`src/rtl/selt_pkg.sv`:
```
// Package with command and status codes and the controller state type for the lock table.
package selt_pkg;

  typedef enum logic [1:0] {
    CMD_LOCK       = 2'd0,
    CMD_UNLOCK     = 2'd1,
    CMD_UNLOCK_ALL = 2'd2,
    CMD_NOP        = 2'd3
  } cmd_e;

  typedef enum logic [2:0] {
    ST_GRANTED  = 3'd0,
    ST_WAIT     = 3'd1,
    ST_DEADLOCK = 3'd2,
    ST_FULL     = 3'd3,
    ST_RELEASED = 3'd4
  } status_e;

  typedef enum logic [3:0] {
    S_IDLE,
    S_SCAN,
    S_SCAN_LAST,
    S_DECIDE,
    S_REACH_RD,
    S_REACH,
    S_PEEL_RD,
    S_PEEL,
    S_OUT
  } state_e;

endpackage

```
`src/rtl/shared_exclusive_lock_table.sv`:
```
// Top level of the shared/exclusive lock table with deadlock detection.
//
//   channel | signals                                          | direction
//   in      | in_valid_i, in_stall_o, command_i, transaction_i,|
//           | resource_i, exclusive_i                          | into block
//   out     | out_valid_o, out_stall_i, status_o               | out of block
//
// One command at a time. Every command scans all LOCK_SLOTS slots, one per cycle,
// through the slot memory read port. A conflicting lock adds the graph search: a
// reach phase of up to TX_COUNT passes and a peel phase of up to TX_COUNT + 1
// passes, each pass reading every waits-for row in turn.
// Slot valid bits and waits-for row valid bits are flip-flops cleared by reset.
// The result waits in an output register; the next command is taken meanwhile
// only once the previous result has been moved out.
module shared_exclusive_lock_table #(
  parameter int TX_COUNT   = 16,
  parameter int LOCK_SLOTS = 64,
  parameter int RES_BITS   = 16
) (
  input  logic        clk_i,
  input  logic        rst_ni,
  input  logic        in_valid_i,
  output logic        in_stall_o,
  input  logic [1:0]  command_i,
  input  logic [3:0]  transaction_i,
  input  logic [15:0] resource_i,
  input  logic        exclusive_i,
  output logic        out_valid_o,
  input  logic        out_stall_i,
  output logic [2:0]  status_o
);

  localparam int TxW   = $clog2(TX_COUNT);
  localparam int SlotW = $clog2(LOCK_SLOTS);
  localparam int EntW  = TxW + RES_BITS + 1;

  selt_pkg::state_e state_q, state_d;

  // Latched command.
  logic [1:0]          cmd_q;
  logic [TxW-1:0]      tx_q;
  logic [RES_BITS-1:0] res_q;
  logic                excl_q;

  logic [LOCK_SLOTS-1:0] valid_q, valid_d;
  logic [TX_COUNT-1:0]   rowv_q, rowv_d;
  logic [SlotW:0]        cnt_q, cnt_d;        // slot scan read address
  logic [SlotW-1:0]      chk_q, chk_d;        // slot whose data is on rdata
  logic [TX_COUNT-1:0]   holders_q, holders_d;
  logic                  free_ok_q, free_ok_d;
  logic [SlotW-1:0]      free_q, free_d;
  logic [TX_COUNT-1:0]   reach_q, reach_d, next_q, next_d;
  logic                  chg_q, chg_d;
  logic [TxW:0]          v_q, v_d;
  logic [TxW-1:0]        vr_q, vr_d;
  logic [2:0]            status_q, status_d;
  logic                  ovalid_q, ovalid_d;

  // Memory ports.
  logic             sm_we;
  logic [SlotW-1:0] sm_waddr, sm_raddr;
  logic [EntW-1:0]  sm_wdata, sm_rdata;
  logic             wf_we;
  logic [TxW-1:0]   wf_waddr, wf_raddr;
  logic [TX_COUNT-1:0] wf_wdata, wf_rdata, wf_row;

  selt_slot_mem #(.Depth(LOCK_SLOTS), .Width(EntW)) u_slots (
    .clk_i, .we_i(sm_we), .waddr_i(sm_waddr), .wdata_i(sm_wdata),
    .raddr_i(sm_raddr), .rdata_o(sm_rdata)
  );

  selt_wf_mem #(.Depth(TX_COUNT)) u_wf (
    .clk_i, .we_i(wf_we), .waddr_i(wf_waddr), .wdata_i(wf_wdata),
    .raddr_i(wf_raddr), .rdata_o(wf_rdata)
  );

  // A row never written since reset or since clearing reads as zero.
  assign wf_row = rowv_q[vr_q] ? wf_rdata : '0;

  logic [TxW-1:0]      ent_tx;
  logic [RES_BITS-1:0] ent_res;
  logic                ent_excl;
  assign {ent_tx, ent_res, ent_excl} = sm_rdata;

  // The transaction number is folded into the range of the table.
  logic [TxW-1:0] tx_in;
  always_comb begin
    tx_in = '0;
    for (int k = 0; k < 16; k++) begin
      if (transaction_i == 4'(k)) begin
        tx_in = TxW'(k % TX_COUNT);
      end
    end
  end

  logic accept;
  assign accept     = in_valid_i && !in_stall_o;
  assign in_stall_o = (state_q != selt_pkg::S_IDLE) || ovalid_q;
  assign out_valid_o = ovalid_q;
  assign status_o    = status_q;

  // Sequencer.
  always_comb begin
    state_d   = state_q;
    valid_d   = valid_q;
    rowv_d    = rowv_q;
    cnt_d     = cnt_q;
    chk_d     = chk_q;
    holders_d = holders_q;
    free_ok_d = free_ok_q;
    free_d    = free_q;
    reach_d   = reach_q;
    next_d    = next_q;
    chg_d     = chg_q;
    v_d       = v_q;
    vr_d      = vr_q;
    status_d  = status_q;
    ovalid_d  = ovalid_q;
    sm_we     = 1'b0;
    sm_waddr  = free_q;
    sm_wdata  = {tx_q, res_q, excl_q};
    sm_raddr  = cnt_q[SlotW-1:0];
    wf_we     = 1'b0;
    wf_waddr  = tx_q;
    wf_wdata  = '0;
    wf_raddr  = v_q[TxW-1:0];
    if (ovalid_q && !out_stall_i) begin
      ovalid_d = 1'b0;
    end
    unique case (state_q)
      selt_pkg::S_IDLE: begin
        if (accept) begin
          cnt_d     = '0;
          holders_d = '0;
          free_ok_d = 1'b0;
          state_d   = selt_pkg::S_SCAN;
        end
      end
      selt_pkg::S_SCAN, selt_pkg::S_SCAN_LAST: begin
        // Data of slot chk_q is on the read port, except in the first cycle.
        if (cnt_q != '0) begin
          if (!valid_q[chk_q]) begin
            if (!free_ok_q) begin
              free_ok_d = 1'b1;
              free_d    = chk_q;
            end
          end else if (ent_tx == tx_q) begin
            if (cmd_q == selt_pkg::CMD_UNLOCK_ALL ||
                (cmd_q == selt_pkg::CMD_UNLOCK && ent_res == res_q)) begin
              valid_d[chk_q] = 1'b0;
            end
          end else if (ent_res == res_q && (excl_q || ent_excl)) begin
            holders_d[ent_tx] = 1'b1;
          end
        end
        chk_d = cnt_q[SlotW-1:0];
        cnt_d = cnt_q + 1'b1;
        if (state_q == selt_pkg::S_SCAN_LAST) begin
          state_d = selt_pkg::S_DECIDE;
        end else if (cnt_q == (SlotW+1)'(LOCK_SLOTS - 1)) begin
          state_d = selt_pkg::S_SCAN_LAST;
        end
      end
      selt_pkg::S_DECIDE: begin
        state_d = selt_pkg::S_OUT;
        status_d = selt_pkg::ST_RELEASED;
        if (cmd_q == selt_pkg::CMD_UNLOCK_ALL) begin
          rowv_d[tx_q] = 1'b0;
        end else if (cmd_q == selt_pkg::CMD_LOCK) begin
          if (holders_q == '0) begin
            if (free_ok_q) begin
              sm_we          = 1'b1;
              valid_d[free_q] = 1'b1;
              rowv_d[tx_q]   = 1'b0;
              status_d       = selt_pkg::ST_GRANTED;
            end else begin
              status_d = selt_pkg::ST_FULL;
            end
          end else begin
            wf_we        = 1'b1;
            wf_wdata     = holders_q;
            rowv_d[tx_q] = 1'b1;
            reach_d      = '0;
            reach_d[tx_q] = 1'b1;
            next_d       = reach_d;
            v_d          = '0;
            state_d      = selt_pkg::S_REACH_RD;
          end
        end
      end
      selt_pkg::S_REACH_RD: begin
        // Issue the read of row v; data arrives next cycle.
        vr_d    = v_q[TxW-1:0];
        v_d     = v_q + 1'b1;
        state_d = selt_pkg::S_REACH;
      end
      selt_pkg::S_REACH: begin
        if (reach_q[vr_q]) begin
          next_d = next_q | wf_row;
        end
        if (v_q == (TxW+1)'(TX_COUNT)) begin
          v_d = '0;
          if ((next_d != reach_q)) begin
            reach_d = next_d;
            state_d = selt_pkg::S_REACH_RD;
          end else begin
            chg_d   = 1'b0;
            state_d = selt_pkg::S_PEEL_RD;
          end
        end else begin
          vr_d = v_q[TxW-1:0];
          v_d  = v_q + 1'b1;
        end
      end
      selt_pkg::S_PEEL_RD: begin
        vr_d    = v_q[TxW-1:0];
        v_d     = v_q + 1'b1;
        state_d = selt_pkg::S_PEEL;
      end
      selt_pkg::S_PEEL: begin
        // Sequential peel matches the in-place update order.
        if (reach_q[vr_q] && ((wf_row & reach_q) == '0)) begin
          reach_d[vr_q] = 1'b0;
          chg_d = 1'b1;
        end
        if (v_q == (TxW+1)'(TX_COUNT)) begin
          v_d = '0;
          if (chg_d) begin
            chg_d   = 1'b0;
            state_d = selt_pkg::S_PEEL_RD;
          end else if (reach_d != '0) begin
            rowv_d[tx_q] = 1'b0;
            status_d     = selt_pkg::ST_DEADLOCK;
            state_d      = selt_pkg::S_OUT;
          end else begin
            status_d = selt_pkg::ST_WAIT;
            state_d  = selt_pkg::S_OUT;
          end
        end else begin
          vr_d = v_q[TxW-1:0];
          v_d  = v_q + 1'b1;
        end
      end
      selt_pkg::S_OUT: begin
        ovalid_d = 1'b1;
        state_d  = selt_pkg::S_IDLE;
      end
      default: state_d = selt_pkg::S_IDLE;
    endcase
  end

  // Control registers.
  always_ff @(posedge clk_i or negedge rst_ni) begin
    if (!rst_ni) begin
      state_q  <= selt_pkg::S_IDLE;
      valid_q  <= '0;
      rowv_q   <= '0;
      ovalid_q <= 1'b0;
      cnt_q    <= '0;
      v_q      <= '0;
      chg_q    <= 1'b0;
      free_ok_q <= 1'b0;
    end else begin
      state_q  <= state_d;
      valid_q  <= valid_d;
      rowv_q   <= rowv_d;
      ovalid_q <= ovalid_d;
      cnt_q    <= cnt_d;
      v_q      <= v_d;
      chg_q    <= chg_d;
      free_ok_q <= free_ok_d;
    end
  end

  // Payload registers.
  always_ff @(posedge clk_i) begin
    if (accept) begin
      cmd_q  <= command_i;
      tx_q   <= tx_in;
      res_q  <= RES_BITS'(resource_i);
      excl_q <= exclusive_i;
    end
    chk_q     <= chk_d;
    holders_q <= holders_d;
    free_q    <= free_d;
    reach_q   <= reach_d;
    next_q    <= next_d;
    vr_q      <= vr_d;
    status_q  <= status_d;
  end

  // A new command is never taken while a result is pending.
  assert property (@(posedge clk_i) disable iff (!rst_ni)
    ovalid_q |-> in_stall_o)
    else $error("input taken while result pending");

  // A result appears only after the output stage of the sequencer.
  assert property (@(posedge clk_i) disable iff (!rst_ni)
    $rose(ovalid_q) |-> $past(state_q == selt_pkg::S_OUT))
    else $error("result without sequencer output step");

  // A grant always fills a slot that was free.
  assert property (@(posedge clk_i) disable iff (!rst_ni)
    sm_we |-> !valid_q[free_q])
    else $error("grant overwrote a valid slot");

endmodule

```
`src/rtl/selt_slot_mem.sv`:
```
// Lock slot memory: one write port, one registered read port.
module selt_slot_mem #(
  parameter int Depth = 64,
  parameter int Width = 22
) (
  input  logic                     clk_i,
  input  logic                     we_i,
  input  logic [$clog2(Depth)-1:0] waddr_i,
  input  logic [Width-1:0]         wdata_i,
  input  logic [$clog2(Depth)-1:0] raddr_i,
  output logic [Width-1:0]         rdata_o
);

  logic [Width-1:0] mem_q [Depth];

  // Write and registered read.
  always_ff @(posedge clk_i) begin
    if (we_i) begin
      mem_q[waddr_i] <= wdata_i;
    end
    rdata_o <= mem_q[raddr_i];
  end

endmodule

```
`src/rtl/selt_wf_mem.sv`:
```
// Waits-for row memory: one write port, one registered read port.
module selt_wf_mem #(
  parameter int Depth = 16
) (
  input  logic                     clk_i,
  input  logic                     we_i,
  input  logic [$clog2(Depth)-1:0] waddr_i,
  input  logic [Depth-1:0]         wdata_i,
  input  logic [$clog2(Depth)-1:0] raddr_i,
  output logic [Depth-1:0]         rdata_o
);

  logic [Depth-1:0] mem_q [Depth];

  // Write and registered read.
  always_ff @(posedge clk_i) begin
    if (we_i) begin
      mem_q[waddr_i] <= wdata_i;
    end
    rdata_o <= mem_q[raddr_i];
  end

endmodule
```
`config.mk`:
```
export PLATFORM = sky130hd
export DESIGN_NAME = shared_exclusive_lock_table
export DESIGN_NICKNAME = d
export VERILOG_FILES = /design/src/rtl/selt_pkg.sv /design/src/rtl/shared_exclusive_lock_table.sv /design/src/rtl/selt_slot_mem.sv /design/src/rtl/selt_wf_mem.sv
export SDC_FILE = /design/constraint.sdc
export NUM_CORES = 2
export LEC_CHECK = 0
export BUFFER_PORTS_ARGS = -buffer_cell sky130_fd_sc_hd__clkbuf_2
export CORE_ASPECT_RATIO = 2
export CORE_MARGIN = 3
export CORE_UTILIZATION = 55
export CTS_CLUSTER_DIAMETER = 100
export DETAILED_ROUTE_END_ITERATION = 8
export PLACE_DENSITY = 0.83
export SETUP_SLACK_MARGIN = 0.4
export SLEW_MARGIN = 20
export SYNTH_ARGS = -nofsm -noshare
export SYNTH_HDL_FRONTEND = slang
export SYNTH_HIERARCHICAL = 1
export SYNTH_SLANG_ARGS = --single-unit
```
`constraint.sdc`:
```
create_clock -name clk_i -period 3.6 [get_ports clk_i]
set_input_delay 0.72 -clock clk_i [delete_from_list [all_inputs] [get_ports clk_i]]
set_output_delay 0.72 -clock clk_i [all_outputs]
set_load 0.005 [all_outputs]
```
==> flow_summary.json <==
{
  "synth_seq_cells": 1826,
  "numPortBuffers": 31,
  "r2r-start": "reach_q[4]$_DFFE_PP_",
  "fin_area_um2": 83100,
  "die_w_um": 263,
  "cp.arrival_ns": 3.90,
  "fin_crit_sh_pct": 93.4,
  "critPathLaunch": "reach_q[4]$_DFFE_PP_",
  "setup_slack_ns": 0.239,
  "synth_edf_count": 1690,
  "synth_ff_type": "edfxtp_1",
  "power_frac_comb_pct": 26.8,
  "post-route-drc-count": 0,
  "cts.sinks": 1826,
  "wl_um": 210000,
  "htree_levels": 4,
  "synth_area_leaders": "edfxtp_1 (70%), mux4_2 (11%), dfrtp_1 (3.4%), mux2i_1 (2.4%), a21oi_1 (1.4%)",
  "clkPwrFrac_pct": 29.2,
  "crit_path_start_kind": "flip-flop",
  "power.internal_w": 0.0405,
  "fin_crit_ns": 3.36,
  "cts_tree": "yes",
  "power.density_nw_per_um2": 706,
  "hold_buffers": 0,
  "grt.overflow.total": 0,
  "io_pins": 32,
  "synth_top_area_cell": "edfxtp_1",
  "cts.clk_slew.worst_paths_ns": 0.07,
  "p_leak_nw": 26.3,
  "synthArstFlopShare_pct": 5.42,
  "swShare_pct": 30.9,
  "fin_setup_tns_ns": 0,
  "drive_above_1_share_pct": 27.2,
  "antenna_found_initial": 10,
  "vias": 41100,
  "hold_path_class": "in2async",
  "syn_area_um2": 72600,
  "cts_inserted_buffers": 148,
  "synth_top_area_share_pct": 69.9,
  "finClkSkew_ns": 0.0311,
  "placed_area_um2": 77000,
  "drv_cap": 0,
  "area_growth_pct": 14.5,
  "dp_hpwl_um": 132000,
  "die_h_um": 520,
  "status": "completed",
  "worst_ep_required_time_ns": 4.14,
  "end_kind": "flip-flop",
  "via_per_inst": 6.89,
  "switching_power_w": 0.0181,
  "die_area_um2": 137000,
  "ir_drop_mv": 0.502,
  "finalMaxSlewViolations": 0,
  "first_global_vias": 41900,
  "wl_per_cell_um": 35.2,
  "grt_util_all_layers_pct": 30.8,
  "syn_avg_cell_area_um2": 18.9,
  "holdWs_ns": 0.0578,
  "seqPwrFrac_pct": 44.0,
  "coreArea_um2": 130000,
  "yosysSeqAreaShare_pct": 74.3,
  "cp_max_fo": 8,
  "drtIter0Drc": 5865,
  "finalHoldViolCount": 0,
  "pre_cts_ws_ns": 0.0868,
  "fin_nets": 4177,
  "maxSlewHeadroom_pct": 4.39,
  "worstSetupPathType": "reg2reg",
  "num_rows": 187,
  "clock_path_buffers": 3,
  "cts_root_buf": "clkbuf_16",
  "grt_pass1_wl_um": 302000,
  "drt-pass1-iter-count": 8,
  "ys_types": 73,
  "setup_viol": 0,
  "rsz0062_at_grt": "yes",
  "place.gp.congestion": 1.01,
  "yosys_warnings": 6,
  "ant_nets": 0,
  "initial_core_util_pct": 55.7,
  "synthCells": 3836,
  "synth_nets": 3867,
  "max_freq_mhz": 298,
  "clk_latency_ns": 0.79,
  "grt_max_degree": 76,
  "worstMarginPinSlew_ns": 1.42
}
[power by group through the flow]
stage	Sequential (W)	Clock [W]	Combinational, W
after global routing	0.0258	0.0180	0.0163
final	0.0258	0.0171	0.0157
after floorplan	0.0260	0	0.00932
after global placement	0.0263	0	0.0141
after CTS	0.0257	0.0172	0.0152
after detailed placement	0.0263	0	0.0144
[through the flow]
| step | total power [W] | util, % | instances |
|---|---|---|---|
| after CTS | 0.0581 | 63.4 | 5952 |
| after detailed placement | 0.0407 | 59.1 | 5639 |
| after global placement | 0.0403 | 59.1 | 5639 |
| final | 0.0587 | 63.8 | 5971 |
| after floorplan | 0.0353 | - | 3836 |
| after global routing | 0.0601 | 63.8 | 5971 |
[state kept, by name, indices dropped and copies added (netlist names), 5 cells and up, named ones only]
signal           cells
chk_q                6
reach_q             16
u_wf/rdata_o        16
holders_q           16
free_q               6
v_q                  5
cnt_q                7
valid_q             64
next_q              16
u_wf/mem_q         256
u_slots/rdata_o     21
res_q               16
u_slots/mem_q     1344
[final cells by class]
class | count | area [um^2]
sequential | 1826 | 54000
multi-input combinational | 1750 | 17900
tap | 1701 | 2130
inverter | 37 | 143
antenna | 1 | 2.50
fill | 8109 | 47200
timing repair buffer | 383 | 3860
clock inverter | 91 | 1060
clock buffer | 182 | 4030
[cell usage in the layout, fill, tap and decap left out, drive strengths merged, types with 22 or more instances in the layout]
cell type	count
edfxtp	1690
mux4	363
buf	351
clkbuf	214
a21oi	205
nor2	178
mux2i	173
dfrtp	99
a22oi	88
nand2	84
o21ai	70
o22ai	63
clkinv	51
inv	44
dfxtp	37
a31oi	34
mux2	33
nand2b	31
nand3	31
a211oi	30
nor3	30
and2	24
nor2b	24
a22o	22
a221oi	22
[logic make-up (layout without fill, tap and decap cells)]
family / Yosys count / after routing / share of synthesized area, %
fa+ha+maj: 4 / 4 / 0.0690
compound gates: 625 / 625 / 5.56
buf+inv: 260 / 693 / 1.78
flops: 1826 / 1826 / 74.3
simple gates: 526 / 526 / 3.70
xor+xnor: 26 / 26 / 0.314
mux: 569 / 569 / 14.2
other cells: 0 / 1 / 0
[worst max-delay path, stage by stage, from the launching register on]
cell and delay, ns:
edfxtp_1 0.41, buf_6 0.14, a22o_1 0.23, a221oi_2 0.17
buf_4 0.18, nand4_1 0.24, buf_6 0.24, buf_6 0.12
a2111oi_4 0.40, o32ai_2 0.14, nor4_2 0.16, buf_4 0.17
nand4b_4 0.22, a22o_1 0.27
[path summary, 6_finish.rpt]
check                                           to  slack, ns  cells past startpoint
setup / recovery             status_o[1]$_DFFE_PP_       0.24                     13
max in group asynchronous       v_q[0]$_DFFE_PN0P_       2.77                      2
setup reg to reg             status_o[1]$_DFFE_PP_       0.24                     13
min in group clk_i             res_q[13]$_DFFE_PP_       0.11                      1
hold / removal                cnt_q[5]$_DFFE_PN0P_       0.06                      1
hold reg to reg            valid_q[57]$_DFFE_PN0P_       0.51                      1
[metal layers]
| metal | vias to the layer above | global-route usage (%) | share of wire, % |
|---|---|---|---|
| met5 | - | 0 | 0.045 |
| met4 | 12 | 26.7 | 12 |
| met3 | 951 | 5.92 | 8.3 |
| met2 | 2936 | 54.0 | 52 |
| met1 | 20900 | 31.4 | 28 |
| li1 | 16300 | - | - |
[repair_timing]
item	CTS	global route
gates cloned	1	2
pin swaps	13	18
buffers inserted	39	16
gates resized for setup	35	73
endpoints found under the setup margin	842	1150
[Yosys cell counts, types with 24 or more instances]
| library cell | number |
|---|---|
| nand2_1 | 84 |
| a22oi_1 | 88 |
| dfrtp_1 | 99 |
| mux2_2 | 33 |
| inv_1 | 35 |
| clkbuf_1 | 110 |
| mux2i_1 | 173 |
| a211oi_1 | 30 |
| buf_2 | 41 |
| nor2_1 | 178 |
| o22ai_1 | 63 |
| mux4_2 | 350 |
| a21oi_1 | 204 |
| a31oi_1 | 34 |
| nand3_1 | 31 |
| o21ai_0 | 69 |
| nand2b_1 | 31 |
| nor2b_1 | 24 |
| and2_1 | 24 |
| dfxtp_1 | 37 |
| edfxtp_1 | 1690 |
| nor3_1 | 30 |
| buf_4 | 31 |
(Power assumes the default switching activity.)
